## config.mk

```make
export PLATFORM = sky130hd
export DESIGN_NAME = pue_ctrl
export DESIGN_NICKNAME = d
export VERILOG_FILES = /design/src/rtl/pue_pkg.sv /design/src/rtl/pue_ctrl.sv
export VERILOG_INCLUDE_DIRS = /design/src /design/src/rtl
export SDC_FILE = /design/constraint.sdc
export NUM_CORES = 1
export LEC_CHECK = 0
export ABC_AREA = 1
export ABC_CLOCK_PERIOD_IN_PS = 1550
export BUFFER_PORTS_ARGS = -buffer_cell sky130_fd_sc_hd__buf_2
export CELL_PAD_IN_SITES_DETAIL_PLACEMENT = 0
export CELL_PAD_IN_SITES_GLOBAL_PLACEMENT = 1
export CORE_ASPECT_RATIO = 0.6
export CORE_MARGIN = 1
export CORE_UTILIZATION = 30
export CTS_BUF_LIST = sky130_fd_sc_hd__clkbuf_4 sky130_fd_sc_hd__clkbuf_8
export DETAILED_ROUTE_END_ITERATION = 10
export GPL_TIMING_DRIVEN = 0
export PLACE_DENSITY = 0.68
export SYNTH_ARGS = -nofsm -noshare
export SYNTH_HDL_FRONTEND = slang
export SYNTH_SLANG_ARGS = --single-unit
```

## constraint.sdc

```tcl
create_clock -name clock -period 1.55 [get_ports clock]
set_input_delay 0.155 -clock clock [delete_from_list [all_inputs] [get_ports clock]]
set_output_delay 0.155 -clock clock [all_outputs]
set_load 0.01 [all_outputs]
```

## src/rtl/particle_update_engine_core_assert.svh

```systemverilog
// Assertion macros shared by the particle update engine RTL.
// Included by modules that carry concurrent checks; no other dependencies.
`ifndef PARTICLE_UPDATE_ENGINE_CORE_ASSERT_SVH
`define PARTICLE_UPDATE_ENGINE_CORE_ASSERT_SVH
`ifndef SYNTHESIS
`define PUE_ASSERT(lbl, clk, rst, prop) \
   lbl: assert property (@(posedge clk) disable iff (rst) prop) \
      else $error("assertion failed");
`define PUE_ASSERT_NEVER(lbl, clk, rst, cond) \
   lbl: assert property (@(posedge clk) disable iff (rst) !(cond)) \
      else $error("forbidden condition seen");
`else
`define PUE_ASSERT(lbl, clk, rst, prop)
`define PUE_ASSERT_NEVER(lbl, clk, rst, cond)
`endif
`endif

```

## src/rtl/pue_pkg.sv

```systemverilog
// Shared types, constants and arithmetic helpers of the particle update engine.
// No dependencies; used by every module of the block.
package pue_pkg;

   localparam int SLOTS_DEFAULT = 64;
   localparam int SLOT_W        = 6;
   localparam int POS_W         = 18;
   localparam int VEL_W         = 12;
   localparam int PIX_W         = 9;
   localparam int COLOR_W       = 16;
   localparam int LIFE_W        = 8;
   localparam int HUE_W         = 8;
   localparam int V_W           = 17;
   localparam int DIV_NUM_W     = 24;
   localparam int DIV_DEN_W     = 8;
   localparam int DIV_STEP_W    = $clog2(DIV_NUM_W);
   localparam int REQ_DATA_W    = 80;
   localparam int REQ_USER_W    = 1;
   localparam int RSP_DATA_W    = 64;
   localparam int RSP_USER_W    = 2;
   localparam int CSR_ADDR_W    = 3;
   localparam int CSR_DATA_W    = 9;

   // ceil(2^31 / 255); exact floor(p / 255) for p up to 65536 * 255
   localparam logic [DIV_NUM_W-1:0] RECIP_255 = 24'h808081;
   localparam int                   RECIP_SH  = 31;

   localparam logic [CSR_ADDR_W-1:0] CSR_SCREEN_WIDTH  = 3'd0;
   localparam logic [CSR_ADDR_W-1:0] CSR_SCREEN_HEIGHT = 3'd1;
   localparam logic [CSR_ADDR_W-1:0] CSR_GRAVITY_STEP  = 3'd2;
   localparam logic [CSR_ADDR_W-1:0] CSR_DRAG_HORIZ    = 3'd3;
   localparam logic [CSR_ADDR_W-1:0] CSR_DRAG_VERT     = 3'd4;

   typedef enum logic [3:0] {
      ST_IDLE,
      ST_DISPATCH,
      ST_SP_SCAN,
      ST_TK_SCAN,
      ST_TK_LOAD,
      ST_TK_WB,
      ST_TK_DIVV,
      ST_TK_PROD,
      ST_TK_XST,
      ST_TK_EMIT,
      ST_TK_FLUSH
   } state_type;

   typedef enum logic [1:0] {
      OUT_NONE,
      OUT_SPAWN_OK,
      OUT_PEND_MORE,
      OUT_PEND_LAST
   } out_sel_type;

   typedef struct packed {
      logic        req_load;
      logic        mem_read;
      logic        upd_load;
      logic        spawn_write;
      logic        upd_write;
      logic        v_start;
      logic        v_latch;
      logic        prod_load;
      logic        x_latch;
      logic        pend_load;
      logic        pend_clear;
      logic        out_load;
      out_sel_type out_sel;
   } cmd_type;

   typedef struct packed {
      logic func_tick;
      logic slot_live;
      logic kill;
      logic out_free;
      logic div_busy;
      logic div_done;
      logic pend_valid;
   } stat_type;

   typedef struct packed {
      logic busy;
      logic done;
   } div_stat_type;

   typedef struct packed {
      logic [POS_W-1:0]  x;
      logic [POS_W-1:0]  y;
      logic [VEL_W-1:0]  vx;
      logic [VEL_W-1:0]  vy;
      logic [LIFE_W-1:0] life;
      logic [LIFE_W-1:0] max_life;
      logic [HUE_W-1:0]  hue;
   } entry_type;

   function automatic logic [POS_W-1:0] sat_pos(input logic signed [POS_W:0] s);
      logic [POS_W-1:0] r;
      if (s > 19'sd131071) begin
         r = 18'h1FFFF;
      end else if (s < -19'sd131072) begin
         r = 18'h20000;
      end else begin
         r = s[POS_W-1:0];
      end
      return r;
   endfunction

   function automatic logic [VEL_W-1:0] sat_vel(input logic signed [13:0] s);
      logic [VEL_W-1:0] r;
      if (s > 14'sd2047) begin
         r = 12'h7FF;
      end else if (s < -14'sd2048) begin
         r = 12'h800;
      end else begin
         r = s[VEL_W-1:0];
      end
      return r;
   endfunction

   // Q8 position to pixel, truncated toward zero, clamped to the 9 bit range
   function automatic logic [PIX_W-1:0] pixel(input logic [POS_W-1:0] q);
      logic signed [POS_W:0] a;
      logic signed [10:0]    p;
      logic [PIX_W-1:0]      r;
      a = $signed({q[POS_W-1], q});
      if (q[POS_W-1]) begin
         a = a + 19'sd255;
      end
      p = a[POS_W:8];
      if (p > 11'sd255) begin
         r = 9'h0FF;
      end else if (p < -11'sd256) begin
         r = 9'h100;
      end else begin
         r = p[PIX_W-1:0];
      end
      return r;
   endfunction

   function automatic logic [10:0] hue_h6(input logic [HUE_W-1:0] hue);
      logic [10:0] h;
      h = 11'(hue) * 11'd6;
      if (h == 11'd1530) begin
         h = '0;
      end
      return h;
   endfunction

   function automatic logic [2:0] hue_sector(input logic [HUE_W-1:0] hue);
      logic [10:0] h;
      logic [2:0]  s;
      h = hue_h6(hue);
      priority if (h >= 11'd1275) s = 3'd5;
      else if (h >= 11'd1020)     s = 3'd4;
      else if (h >= 11'd765)      s = 3'd3;
      else if (h >= 11'd510)      s = 3'd2;
      else if (h >= 11'd255)      s = 3'd1;
      else                        s = 3'd0;
      return s;
   endfunction

   // 255 - |t - 255| with t = h6 mod 510
   function automatic logic [7:0] hue_weight(input logic [HUE_W-1:0] hue);
      logic [10:0] h;
      logic [10:0] t;
      logic [10:0] d;
      h = hue_h6(hue);
      priority if (h >= 11'd1020) t = h - 11'd1020;
      else if (h >= 11'd510)      t = h - 11'd510;
      else                        t = h;
      d = (t > 11'd255) ? (t - 11'd255) : (11'd255 - t);
      return 8'(11'd255 - d);
   endfunction

   function automatic logic [7:0] to_byte(input logic [17:0] ch);
      logic [16:0] c;
      logic [24:0] p;
      c = (ch > 18'd65536) ? 17'd65536 : ch[16:0];
      p = 25'(c) * 25'd255;
      return p[23:16];
   endfunction

   function automatic logic [COLOR_W-1:0] color565(input logic [V_W-1:0] v,
                                                  input logic [V_W-1:0] x,
                                                  input logic [2:0] sector);
      logic [V_W-1:0] r;
      logic [V_W-1:0] g;
      logic [V_W-1:0] b;
      logic [18:0]    v5;
      logic [V_W-1:0] boost;
      logic [7:0]     rb;
      logic [7:0]     gb;
      logic [7:0]     bb;
      case (sector)
         3'd0:    begin r = v;  g = x;  b = '0; end
         3'd1:    begin r = x;  g = v;  b = '0; end
         3'd2:    begin r = '0; g = v;  b = x;  end
         3'd3:    begin r = '0; g = x;  b = v;  end
         3'd4:    begin r = x;  g = '0; b = v;  end
         default: begin r = v;  g = '0; b = x;  end
      endcase
      v5 = 19'(v) * 19'd5;
      boost = (v5 > 19'd262144) ? 17'(v5 - 19'd262144) : '0;
      rb = to_byte(18'(r) + 18'(boost));
      gb = to_byte(18'(g) + 18'(boost));
      bb = to_byte(18'(b) + 18'(boost));
      return {rb[7:3], gb[7:2], bb[7:3]};
   endfunction

endpackage

```

## src/rtl/pue_ctrl.sv

```systemverilog
// Sequencer of the particle update engine: slot walk, spawn search and result order.
// Depends on pue_pkg and the assertion macro header.
`include "particle_update_engine_core_assert.svh"

module pue_ctrl #(
   parameter  int SLOTS = pue_pkg::SLOTS_DEFAULT,
   localparam int CW    = $clog2(SLOTS + 1),
   localparam int IW    = (SLOTS > 1) ? $clog2(SLOTS) : 1
) (
   input  logic                clock,
   input  logic                reset,
   input  logic                req_valid,
   output logic                req_ready,
   input  pue_pkg::stat_type   stat,
   output pue_pkg::cmd_type    cmd,
   output logic [IW-1:0]       idx
);

   pue_pkg::state_type state_ff, state_in;
   logic [CW-1:0]      cnt_ff, cnt_in;
   logic               cnt_clr;
   logic               cnt_inc;
   logic               at_end;

   assign at_end = cnt_ff == CW'(SLOTS);
   assign idx    = cnt_ff[IW-1:0];

   always_comb begin
      state_in = state_ff;
      unique case (state_ff)
         pue_pkg::ST_IDLE: begin
            if (req_valid) state_in = pue_pkg::ST_DISPATCH;
         end
         pue_pkg::ST_DISPATCH: begin
            state_in = stat.func_tick ? pue_pkg::ST_TK_SCAN : pue_pkg::ST_SP_SCAN;
         end
         pue_pkg::ST_SP_SCAN: begin
            if ((at_end || !stat.slot_live) && stat.out_free) state_in = pue_pkg::ST_IDLE;
         end
         pue_pkg::ST_TK_SCAN: begin
            if (at_end) begin
               state_in = pue_pkg::ST_TK_FLUSH;
            end else if (stat.slot_live) begin
               state_in = pue_pkg::ST_TK_LOAD;
            end
         end
         pue_pkg::ST_TK_LOAD: state_in = pue_pkg::ST_TK_WB;
         pue_pkg::ST_TK_WB: begin
            state_in = stat.kill ? pue_pkg::ST_TK_SCAN : pue_pkg::ST_TK_DIVV;
         end
         pue_pkg::ST_TK_DIVV: begin
            if (stat.div_done) state_in = pue_pkg::ST_TK_PROD;
         end
         pue_pkg::ST_TK_PROD: state_in = pue_pkg::ST_TK_XST;
         pue_pkg::ST_TK_XST:  state_in = pue_pkg::ST_TK_EMIT;
         pue_pkg::ST_TK_EMIT: begin
            if (!stat.pend_valid || stat.out_free) state_in = pue_pkg::ST_TK_SCAN;
         end
         pue_pkg::ST_TK_FLUSH: begin
            if (stat.out_free) state_in = pue_pkg::ST_IDLE;
         end
         default: state_in = pue_pkg::ST_IDLE;
      endcase
   end

   always_comb begin
      cmd       = '0;
      cnt_clr   = 1'b0;
      cnt_inc   = 1'b0;
      req_ready = 1'b0;
      unique case (state_ff)
         pue_pkg::ST_IDLE: begin
            req_ready    = 1'b1;
            cmd.req_load = req_valid;
            cnt_clr      = 1'b1;
         end
         pue_pkg::ST_DISPATCH: ;
         pue_pkg::ST_SP_SCAN: begin
            if (at_end) begin
               if (stat.out_free) begin
                  cmd.out_load = 1'b1;
                  cmd.out_sel  = pue_pkg::OUT_NONE;
               end
            end else if (!stat.slot_live) begin
               if (stat.out_free) begin
                  cmd.spawn_write = 1'b1;
                  cmd.out_load    = 1'b1;
                  cmd.out_sel     = pue_pkg::OUT_SPAWN_OK;
               end
            end else begin
               cnt_inc = 1'b1;
            end
         end
         pue_pkg::ST_TK_SCAN: begin
            if (!at_end) begin
               if (stat.slot_live) cmd.mem_read = 1'b1;
               else                cnt_inc      = 1'b1;
            end
         end
         pue_pkg::ST_TK_LOAD: cmd.upd_load = 1'b1;
         pue_pkg::ST_TK_WB: begin
            cmd.upd_write = 1'b1;
            if (stat.kill) cnt_inc     = 1'b1;
            else           cmd.v_start = 1'b1;
         end
         pue_pkg::ST_TK_DIVV: cmd.v_latch   = stat.div_done;
         pue_pkg::ST_TK_PROD: cmd.prod_load = 1'b1;
         pue_pkg::ST_TK_XST:  cmd.x_latch   = 1'b1;
         pue_pkg::ST_TK_EMIT: begin
            if (!stat.pend_valid || stat.out_free) begin
               cmd.pend_load = 1'b1;
               cnt_inc       = 1'b1;
               if (stat.pend_valid) begin
                  cmd.out_load = 1'b1;
                  cmd.out_sel  = pue_pkg::OUT_PEND_MORE;
               end
            end
         end
         pue_pkg::ST_TK_FLUSH: begin
            if (stat.out_free) begin
               cmd.out_load   = 1'b1;
               cmd.pend_clear = 1'b1;
               cmd.out_sel    = stat.pend_valid ? pue_pkg::OUT_PEND_LAST : pue_pkg::OUT_NONE;
            end
         end
         default: ;
      endcase
   end

   always_comb begin
      priority if (cnt_clr) cnt_in = '0;
      else if (cnt_inc)     cnt_in = cnt_ff + 1'b1;
      else                  cnt_in = cnt_ff;
   end

   always_ff @(posedge clock) begin
      if (reset) begin
         state_ff <= pue_pkg::ST_IDLE;
         cnt_ff   <= '0;
      end else begin
         state_ff <= state_in;
         cnt_ff   <= cnt_in;
      end
   end

   `PUE_ASSERT(a_out_load_free, clock, reset, cmd.out_load |-> stat.out_free)
   `PUE_ASSERT(a_div_start_idle, clock, reset, cmd.v_start |-> !stat.div_busy)
   `PUE_ASSERT_NEVER(a_cnt_range, clock, reset, cnt_ff > CW'(SLOTS))
   `PUE_ASSERT(a_req_only_idle, clock, reset, cmd.req_load |=> (state_ff == pue_pkg::ST_DISPATCH))

endmodule

```

======== Yosys cells after proc, flatten, opt, wreduce, memory -nomap -nowiden ========
Cells that the tools add are included.
word-level totals
  flip-flop bits (word level) ............. 11
  bits of input ports ..................... 10
cells by class
  reduce and logical (&&, ||, !) cells .... 8
  equal/unequal tests ..................... 17
  add/subtract/negate cells ............... 1
  multiplexer cells ....................... 41
operators by type and width
  operator               number
  $pmux W4 S11           1
  $mux W4                8
  $mux W1                21
  $mux W3                7
  $eq A4 B3 Y1 const B   4
  $eq A4 B4 Y1 const B   3
  $ne A2 B2 Y1 const B   5
  $pmux W3 S3            1
  $eq A4 B2 Y1 const B   2
  $add A7 B1 Y7 const B  1
  $eq A7 B7 Y1 const B   1
  $reduce_and A6 Y1      1
  $eq A4 B1 Y1 const B   1
  $logic_not A4 Y1       1
  $mux W2                2
  $pmux W1 S4            1
  $ne A3 B3 Y1 const B   1
  $logic_not A1 Y1       2
  $logic_or A1 B1 Y1     2
  $reduce_or A2 Y1       1
  $logic_and A1 B1 Y1    1

======== Longest topological paths before layout ========
Gate-level depths: netlist of the first run.
  word-level depth ........................ 5
  gate-level depth with buffers ........... 12

======== Least setup slack after synthesis of the first run ========
No wires, ideal clock.
  path type ............................... register to register
  from .................................... register cnt_ff[0]
  to ...................................... register cnt_ff[5]
  clock period less this slack ............ 1.367 ns
  setup time .............................. 0.115 ns
  stages on the path, launching flop included .. 11
  arrival ................................. 1.252 ns
  path slack .............................. 0.183 ns
  cell sequence ........................... dfxtp_1 -> inv_1 -> ha_1 -> nand2_1 -> inv_1 -> nand3_2 -> nand3_4 -> nand3_4 -> nand3_1 -> nand2_1 -> nor2_1
between the ends
  longest elaborated chain between the ends .. 3
ends and longest elaborated chain
  what                    RTL line         text
  start, declared         pue_ctrl.sv:20   logic [CW-1:0] cnt_ff, cnt_in;
  start signal, assigned  pue_ctrl.sv:142  cnt_ff <= cnt_in;
  $eq A7 B7 Y1            pue_ctrl.sv:25   assign at_end = cnt_ff == CW'(SLOTS);
  $mux W1                 pue_ctrl.sv:95   if (!at_end) begin
  $pmux W1 S4             pue_ctrl.sv:71   unique case (state_ff)
Several ways; a longest one is shown, not always the timed one.
A chain may end at the register's enable or synchronous reset.

======== Final worst setup path of the first run ========
  from .................................... register cnt_ff[1]
  to ...................................... register state_ff[1]
between the ends
  longest elaborated chain between the ends .. 5
ends and longest elaborated chain
  what                         RTL line         text
  $eq A7 B7 Y1 (*)             pue_ctrl.sv:25
  $logic_or A1 B1 Y1           pue_ctrl.sv:38   if ((at_end || !stat.slot_live) && stat.out_free) state_in = pue_pkg::ST_IDLE;
  $logic_and A1 B1 Y1          pue_ctrl.sv:38
  $ne A2 B2 Y1 (no line)       -
  $reduce_and A6 Y1 (no line)  -
  end signal, assigned         pue_ctrl.sv:138  state_ff <= pue_pkg::ST_IDLE;
  end signal, assigned         pue_ctrl.sv:141  state_ff <= state_in;
  end, declared                pue_ctrl.sv:19   pue_pkg::state_type state_ff, state_in;
Mark *: on every way between the ends. The rest lies on a longest branch, timed or not.

==> flow_summary.json, run 1 <==
{
  "synth-simple-area-share_pct": 50.4,
  "fin_crit_ps": 1530,
  "setup_viol": 0,
  "slowest_stage": "dfxtp_2",
  "report.power.total_mw": 1.72,
  "ir_worst_vdd_uv": 520,
  "finalNonFillerCells": 252,
  "h-tree-depth": 1,
  "vias_per_cell": 4.79,
  "synth_cell_types": 23,
  "relSlewSlack_pct": 77.5,
  "worstPathArrival_ps": 1670,
  "max_stage_delay_ps": 340,
  "syn_inst": 161,
  "core_um2": 3020,
  "reg2reg_depth": 12,
  "hold_viol_final": 0,
  "cp-start-kind": "register",
  "swShare_pct": 45.4,
  "grt_setup_unrepaired": "true",
  "comb_power_share_pct": 61.6,
  "syn_nets": 173,
  "final_max_slew_viol_count": 0,
  "fin_crit_sh_pct": 98.9,
  "seq_area_frac_synth_pct": 21.9,
  "synth_top_family_by_area": "simple AND/OR/NAND/NOR gates",
  "vias": 1207,
  "internal-power_mw": 0.941,
  "setup_ws_ps": 16.6,
  "power_density_nw_per_um2": 1120,
  "p_clk_share_pct": 17.9,
  "min_path_type": "input port to register",
  "dp_slack_ps": -28.3,
  "insertion_delay_ps": 240,
  "fmax_ghz": 0.652,
  "syn_area_um2": 1010,
  "cts_hold_buf": 0,
  "grt_max_degree": 10,
  "cts_buffer_depth": 2,
  "synth_compound_area_share_pct": 8.21,
  "finClkSkew_ps": 0.581,
  "overflow": 0,
  "timing.rr.start": "cnt_ff[1]",
  "dieWidth_um": 76.8,
  "cts_tree": "done",
  "drc": 0,
  "final_cell_area_um2": 1540,
  "holdPathStages": 2,
  "place_area_um2": 1200,
  "final_core_util_pct": 50.9,
  "async_reset_ff_share_pct": 0,
  "num_antenna_cells": 0,
  "pwr-share-seq_pct": 20.4,
  "layout-drive-gt1-share_pct": 51.0,
  "p_leak_nw": 0.756,
  "r2r_end": "state_ff[1]",
  "io_buffers": 29,
  "drt-initial-drc-count": 67,
  "synth_ff_type": "dfxtp_1",
  "ioPinCount": 31,
  "path_max_fanout": 6,
  "initial_core_util_pct": 33.3,
  "ys_warn_count": 0,
  "num-fill-cells": 312,
  "wire_per_inst_um": 12.8,
  "first_pass_iters": 4,
  "finalWirelength_um": 3230,
  "clkTransAtPathRegs_ps": 50,
  "ys_seq_elements": 11,
  "die_area_um2": 3600,
  "path_cells": "inv_2 > ha_4 > nand2_2 > inv_2 > nand3_4 > buf_4 > buf_4 > nor2_2 > nor3_1 > nand3_2 > nand2_1 > nor2_1",
  "clock-sinks": 11,
  "worst_slew_pin_slew_ps": 334,
  "die_y_um": 46.9,
  "post-place-cells": 232,
  "antenna_found_initial": 0,
  "synth_xor_xnor_area_share_pct": 2.61,
  "ant_nets": 0,
  "nets": 223,
  "drv_cap": 0,
  "gp_congestion": 0.885,
  "area_delta_synth_final_pct": 53.0,
  "status": "completed",
  "synth_enable_flop_cells": 0,
  "grt_pass1_vias": 985,
  "cts_buffers": 3,
  "ff2ff_setup_slack_ps": 20,
  "cts-root-buf": "clkbuf_8",
  "holdPathEnd": "state_ff[3]",
  "rows": 15,
  "required_ps": 1680,
  "muxShareOfSynthArea_pct": 0,
  "grt_use_total_pct": 16.8,
  "dp_hpwl_um": 2270,
  "synth_area_per_cell_um2": 6.25,
  "hp-start": "reset",
  "grt_first_pass_wirelength_um": 4660,
  "power_switching_mw": 0.783,
  "critPathLaunch": "cnt_ff[1]",
  "path_class": "register to register",
  "cp-end-kind": "register",
  "synthAdderAreaFrac_pct": 2.49
}
## cell families (layout without fill, tap and decap cells)
logic type      count (synthesis)  count (layout)
flops                          11              11
buf+inv                        30              78
fa+ha+maj                       2               2
xor+xnor                        3               3
simple gates                  100             101
compound gates                 15              15
## cell usage in the layout, fill, tap and decap left out, types with 2 or more instances in the layout
master / n
nand2_1: 24
inv_2: 7
dfxtp_2: 5
nand3_4: 5
dfxtp_1: 6
buf_12: 2
a21oi_2: 3
inv_1: 13
nand3_2: 3
nand2_4: 2
nor2_4: 6
inv_4: 2
xor2_1: 3
buf_2: 29
nand3_1: 10
buf_4: 17
nor2_2: 5
clkbuf_8: 3
buf_6: 4
nor2_1: 24
nor3_1: 5
nand4_1: 5
nand2_2: 11
a21oi_1: 7
## per-stage QoR
stage	hold WS [ps]	setup TNS, ps
2_1_floorplan	224	0
3_3_place_gp	360	-104
3_5_place_dp	370	-123
4_1_cts	112	0
5_1_grt	122	-457
6_report	125	0
## flip-flops by register name, indices dropped and copies added, names as in the netlist
register  count
cnt_ff        7
state_ff      4
## worst max-delay path: cells and delay by family (launching register included)
kind,cells,cell delay [ps]
fa+ha+maj,1,150
buf+inv,4,310
flops,1,340
simple gates,7,630
## power by group through the flow
| stage | clock (mW) | sequential (mW) | combinational [mW] |
|---|---|---|---|
| 3_3_place_gp | 0 | 0.352 | 0.774 |
| 6_report | 0.309 | 0.353 | 1.06 |
| 5_1_grt | 0.328 | 0.356 | 1.15 |
| 4_1_cts | 0.311 | 0.345 | 0.836 |
| 3_5_place_dp | 0 | 0.351 | 0.779 |
| 2_1_floorplan | 0 | 0.346 | 0.581 |
## routing by layer
metal | track usage [%] | up-vias | wire length, µm
li1 | - | 613 | -
met1 | 25.4 | 561 | 1700
met2 | 23.2 | 33 | 1340
met3 | 6.02 | 0 | 185
met4 | 1.15 | 0 | 0
met5 | 0 | - | 0
## timing repair
item                                   4_1_cts  5_1_grt
setup endpoints to repair                   11       15
buffers inserted                             6        9
endpoints found under the hold margin        0        0
gates cloned                                 0        1
pin swaps                                    4       10
gates resized for setup                     16       27
## Yosys cell counts, types with 3 or more instances
library cell,count,area (µm²)
a21oi_1,10,50.1
buf_4,8,60.1
dfxtp_1,11,220
inv_1,17,63.8
inv_2,4,15.0
nand2_1,30,113
nand2_2,7,43.8
nand3_1,12,60.1
nand3_4,3,52.6
nand4_1,5,31.3
nor2_1,30,113
nor2_2,3,18.8
nor3_1,5,25.0
xor2_1,3,26.3
## final cells by class
type,count,area [µm²],area share (%)
Clock buffer,4,48.8,3.17
Buffer,8,67.6,4.39
Multi-Input combinational cell,121,766,49.8
Timing Repair Buffer,44,290,18.9
Inverter,22,87.6,5.69
Sequential cell,11,226,14.7
Tap cell,42,52.6,3.41
## how the worst max path moves through the flow
stage / endpoint / cells after the start / slack (ps)
floorplan: cnt_ff[5] / 10 / 180
CTS: cmd[1] / 8 / 2
global placement: state_ff[0] / 12 / -30
global route: cmd[1] / 6 / -70
finish: state_ff[1] / 12 / 20
detailed placement: state_ff[0] / 12 / -30
Power figures use the tool's default switching activity.
==> inputs of run 2 (changes only) <==
Settings changed: ABC_CLOCK_PERIOD_IN_PS 1550 to 1700.
Clock period 1.55 ns to 1.7 ns, I/O delays scaled along.
==> flow_summary.json, run 2 (synthesis results as in run 1) <==
{
  "gp_congestion": 0.885,
  "final_cell_mix": "buf_2 (29), nand2_1 (28), nor2_1 (27), inv_1 (16), nand3_1 (12)",
  "cp-start-kind": "register",
  "grt_max_degree": 10,
  "num_antenna_cells": 0,
  "rows": 15,
  "grt_use_total_pct": 16.2,
  "ioPinCount": 31,
  "top_usage_layer": "met1",
  "vias_per_cell": 4.58,
  "clock-sinks": 11,
  "path_class": "register to output pin",
  "worst_slew_pin_slew_ps": 258,
  "required_ps": 1530,
  "final_core_util_pct": 43.3,
  "num-fill-cells": 335,
  "grt_pass1_vias": 936,
  "worstPathArrival_ps": 1440,
  "wire_per_inst_um": 11.6,
  "core_um2": 3020,
  "cts_hold_buf": 0,
  "reg_top3": "cnt_ff (7), state_ff (4)",
  "place_area_um2": 1200,
  "final_common_cell": "buf_2",
  "setup_ws_ps": 88.4,
  "power_switching_mw": 0.602,
  "ir_worst_vdd_uv": 584,
  "pwr-share-seq_pct": 23.9,
  "power_density_nw_per_um2": 1010,
  "tns_ps": 0,
  "hold_viol_final": 0,
  "drt-initial-drc-count": 57,
  "min_path_type": "input port to register",
  "drc": 0,
  "status": "completed",
  "p_clk_share_pct": 20.7,
  "comb_power_share_pct": 55.4,
  "cts-root-buf": "clkbuf_8",
  "max_stage_delay_ps": 340,
  "antenna_found_initial": 0,
  "drv_cap": 0,
  "largest_reg_flops": 7,
  "fin_crit_ps": 1610,
  "final_cell_area_um2": 1310,
  "final_max_slew_viol_count": 0,
  "grt_setup_unrepaired": "true",
  "fmax_ghz": 0.621,
  "cts_buffer_depth": 2,
  "slowest_stage": "dfxtp_2",
  "hp-start": "reset",
  "post-place-cells": 232,
  "h-tree-depth": 1,
  "cp-end-kind": "output pin",
  "timing.critical_path.mode_cell": "nand2_2",
  "gr-usage-met1_pct": 24.9,
  "gr-usage-met3_pct": 6.02,
  "met2_usage_pct": 21.3,
  "critPathLaunch": "cnt_ff[0]",
  "regMostFlops": "cnt_ff",
  "fin_crit_sh_pct": 94.8,
  "p_leak_nw": 0.647,
  "overflow": 0,
  "setup_viol": 0,
  "finalNonFillerCells": 239,
  "cts_tree": "done",
  "area_delta_synth_final_pct": 30.0,
  "initial_core_util_pct": 33.3,
  "path_cells": "inv_1 > ha_2 > nand2_1 > inv_2 > nand3_4 > nand2_2 > nand2_2 > o2bb2ai_2 > buf_2",
  "dieWidth_um": 76.8,
  "io_buffers": 29,
  "relSlewSlack_pct": 82.7,
  "reg2reg_depth": 12,
  "cts_buffers": 3,
  "layout-drive-gt1-share_pct": 39.1,
  "die_y_um": 46.9,
  "vias": 1095,
  "first_pass_iters": 5,
  "insertion_delay_ps": 240,
  "internal-power_mw": 0.722,
  "cp-endpoint": "cmd[2]",
  "path_max_fanout": 6,
  "finalWirelength_um": 2780,
  "die_area_um2": 3600,
  "dp_slack_ps": 122,
  "grt_first_pass_wirelength_um": 4440,
  "nets": 210,
  "swShare_pct": 45.5,
  "dp_hpwl_um": 2270,
  "timing.rr.start": "cnt_ff[0]",
  "clkTransAtPathRegs_ps": 50,
  "ff2ff_setup_slack_ps": 130,
  "r2r_end": "state_ff[1]",
  "ant_nets": 0,
  "finClkSkew_ps": 2.63
}
[run 2: changes by cell type in the layout (fill, tap and decap cells not counted), sizes merged]
cell / delta
buf: -12
nand3: -1
[run 2: worst min-delay path by stage]
stage                             end  cells after the start
final                     state_ff[3]                      2
after global routing      state_ff[3]                      2
after CTS                 state_ff[3]                      2
after detailed placement  state_ff[3]                      2
after global placement    state_ff[3]                      2
after floorplan           state_ff[3]                      1
[run 2: layout make-up]
| class | instances | area [µm²] | share of cell area, % |
|---|---|---|---|
| clock buffer | 4 | 48.8 | 3.73 |
| multi-input combinational | 120 | 669 | 51.2 |
| sequential | 11 | 224 | 17.1 |
| tap | 42 | 52.6 | 4.02 |
| buffer | 8 | 60.1 | 4.59 |
| timing repair buffer | 32 | 168 | 12.8 |
| inverter | 22 | 85.1 | 6.51 |
[run 2: critical path, delay by kind of cell, from the launching register on]
kind | cells | cell delay [ps]
buffers and inverters | 3 | 290
and+or+nand+nor | 4 | 310
DFF | 1 | 340
AOI/OAI and AO/OA | 1 | 100
adders and majority gates | 1 | 170
[run 2: metal layers]
metal	vias up	wire (µm)
li1	585	-
met1	477	1580
met2	33	1020
met3	0	178
met4	0	0
met5	-	0
[run 2: repair_timing]
action	4_1_cts	5_1_grt
endpoints found under the setup margin	3	11
gates resized for setup	1	11
buffers inserted	2	1
[run 2: through the flow]
step / hold WS [ps] / power [mW]
finish: 130 / 1.32
detailed placement: 385 / 1.03
global route: 137 / 1.44
CTS: 134 / 1.31
floorplan: 239 / 0.845
global placement: 375 / 1.03
[run 2: power by group through the flow]
stage                     clock, mW  sequential (mW)  combinational, mW
after floorplan                   0            0.315              0.530
after global placement            0            0.321              0.706
after detailed placement          0            0.320              0.710
after CTS                     0.284            0.315              0.713
after global routing          0.301            0.322              0.813
final                         0.273            0.317              0.733
==> inputs of run 3 (changes only) <==
Settings changed: CELL_PAD_IN_SITES_DETAIL_PLACEMENT 0 to not set, CELL_PAD_IN_SITES_GLOBAL_PLACEMENT 1 to not set, PLACE_DENSITY 0.68 to 0.49.
==> flow_summary.json, run 3 (synthesis results as in run 1) <==
{
  "clkTransAtPathRegs_ps": 50,
  "largest_reg_flops": 7,
  "setup_viol": 0,
  "grt_setup_unrepaired": "true",
  "vias": 1100,
  "drc": 0,
  "layout-drive-gt1-share_pct": 38.6,
  "cts-root-buf": "clkbuf_8",
  "min_path_type": "input port to register",
  "h-tree-depth": 1,
  "regMostFlops": "cnt_ff",
  "fin_crit_sh_pct": 95.1,
  "max_stage_delay_ps": 340,
  "reg_top3": "cnt_ff (7), state_ff (4)",
  "dp_hpwl_um": 2220,
  "first_pass_iters": 4,
  "dieWidth_um": 76.8,
  "path_buf_inv": 3,
  "drv_cap": 0,
  "grt_first_pass_wirelength_um": 4300,
  "path_max_fanout": 6,
  "power_density_nw_per_um2": 1010,
  "path_class": "register to output pin",
  "final_common_cell": "buf_2",
  "fmax_ghz": 0.619,
  "p_leak_nw": 0.647,
  "num-fill-cells": 322,
  "core_um2": 3020,
  "status": "completed",
  "insertion_delay_ps": 240,
  "clock-sinks": 11,
  "post-place-cells": 232,
  "worst_slew_pin_slew_ps": 303,
  "area_delta_synth_final_pct": 29.6,
  "cts_buffers": 3,
  "drt-initial-drc-count": 66,
  "final_max_slew_viol_count": 0,
  "setup_ws_ps": 83.6,
  "io_buffers": 29,
  "fin_crit_ps": 1620,
  "cp-end-kind": "output pin",
  "ir_worst_vdd_uv": 740,
  "hold_viol_final": 0,
  "cts_buffer_depth": 2,
  "ant_nets": 0,
  "cts_tree": "done",
  "path_cells": "inv_1 > ha_1 > nand2_1 > inv_2 > nand3_4 > nand2_1 > nand2_2 > o2bb2ai_2 > buf_2",
  "grt_max_degree": 10,
  "rows": 15,
  "finClkSkew_ps": 1.29,
  "relSlewSlack_pct": 79.7,
  "required_ps": 1530,
  "num_antenna_cells": 0,
  "grt_pass1_vias": 884,
  "die_y_um": 46.9,
  "die_area_um2": 3600,
  "cts_hold_buf": 0,
  "gp_congestion": 0.861,
  "timing.critical_path.mode_cell": "nand2_1",
  "finalNonFillerCells": 239,
  "slowest_stage": "dfxtp_2",
  "finalWirelength_um": 2730,
  "final_cell_mix": "buf_2 (29), nand2_1 (28), nor2_1 (26), inv_1 (16), nand3_1 (12)",
  "vias_per_cell": 4.60,
  "initial_core_util_pct": 33.3,
  "overflow": 0,
  "crit_family": "flip-flops",
  "wire_per_inst_um": 11.4,
  "grt_use_total_pct": 15.8,
  "antenna_found_initial": 0,
  "cp-start-kind": "register",
  "report.power.total_mw": 1.31,
  "dp_slack_ps": 65.9,
  "nets": 210,
  "worstPathArrival_ps": 1450,
  "ioPinCount": 31
}
==> run 3: worst reg2reg max path, cell delays in order (launching register included) <==
cell	delay, ps
dfxtp_2	340
inv_1	80
ha_1	150
nand2_1	60
inv_2	70
nand3_4	90
buf_4	170
nand3_4	110
nand2_1	80
nor2_2	120
nand3_1	100
nand2_1	70
nor2_1	30
==> run 3: repair_timing <==
| action | in CTS | in global routing |
|---|---|---|
| endpoints found under the setup margin | 4 | 5 |
| gates resized for setup | 2 | 9 |
| setup buffers | 2 | 1 |
==> run 3: final cells by class <==
cell class	instances	area [µm²]	share of cell area, %
multi-input combinational	120	669	51.3
clock inverter	1	5.00	0.384
clock buffer	3	41.3	3.17
tap	42	52.6	4.03
buffer	8	60.1	4.61
inverter	22	85.1	6.53
timing repair buffer	32	168	12.9
sequential	11	223	17.1
==> run 3: worst paths after layout <==
path             start          end  slack [ps]  depth (start not counted)
max          cnt_ff[0]       cmd[2]          80                          9
min reg2reg  cnt_ff[6]    cnt_ff[6]         520                          2
min              reset  state_ff[3]         130                          2
max reg2reg  cnt_ff[0]  state_ff[1]         140                         12
==> run 3: metal layers <==
layer,track usage [%],routed length (µm)
met5,0,0
met4,2.31,0
met3,4.66,203
met2,20.0,1040
met1,25.3,1480
==> run 3: per-stage QoR <==
step / utilization (%) / hold WS, ps / instance area [µm²] / TNS [ps]
3_3_place_gp: 39.8 / 372 / 1200 / 0
3_5_place_dp: 39.8 / 376 / 1200 / 0
5_1_grt: 43.1 / 116 / 1300 / -105
2_1_floorplan: - / 239 / 1010 / 0
4_1_cts: 42.2 / 118 / 1270 / 0
6_report: 43.1 / 133 / 1300 / 0
==> run 3: report_power, final <==
part,internal (mW),switching [mW]
sequential,0.290,0.0282
clock,0.162,0.106
combinational,0.250,0.474
total,0.702,0.609
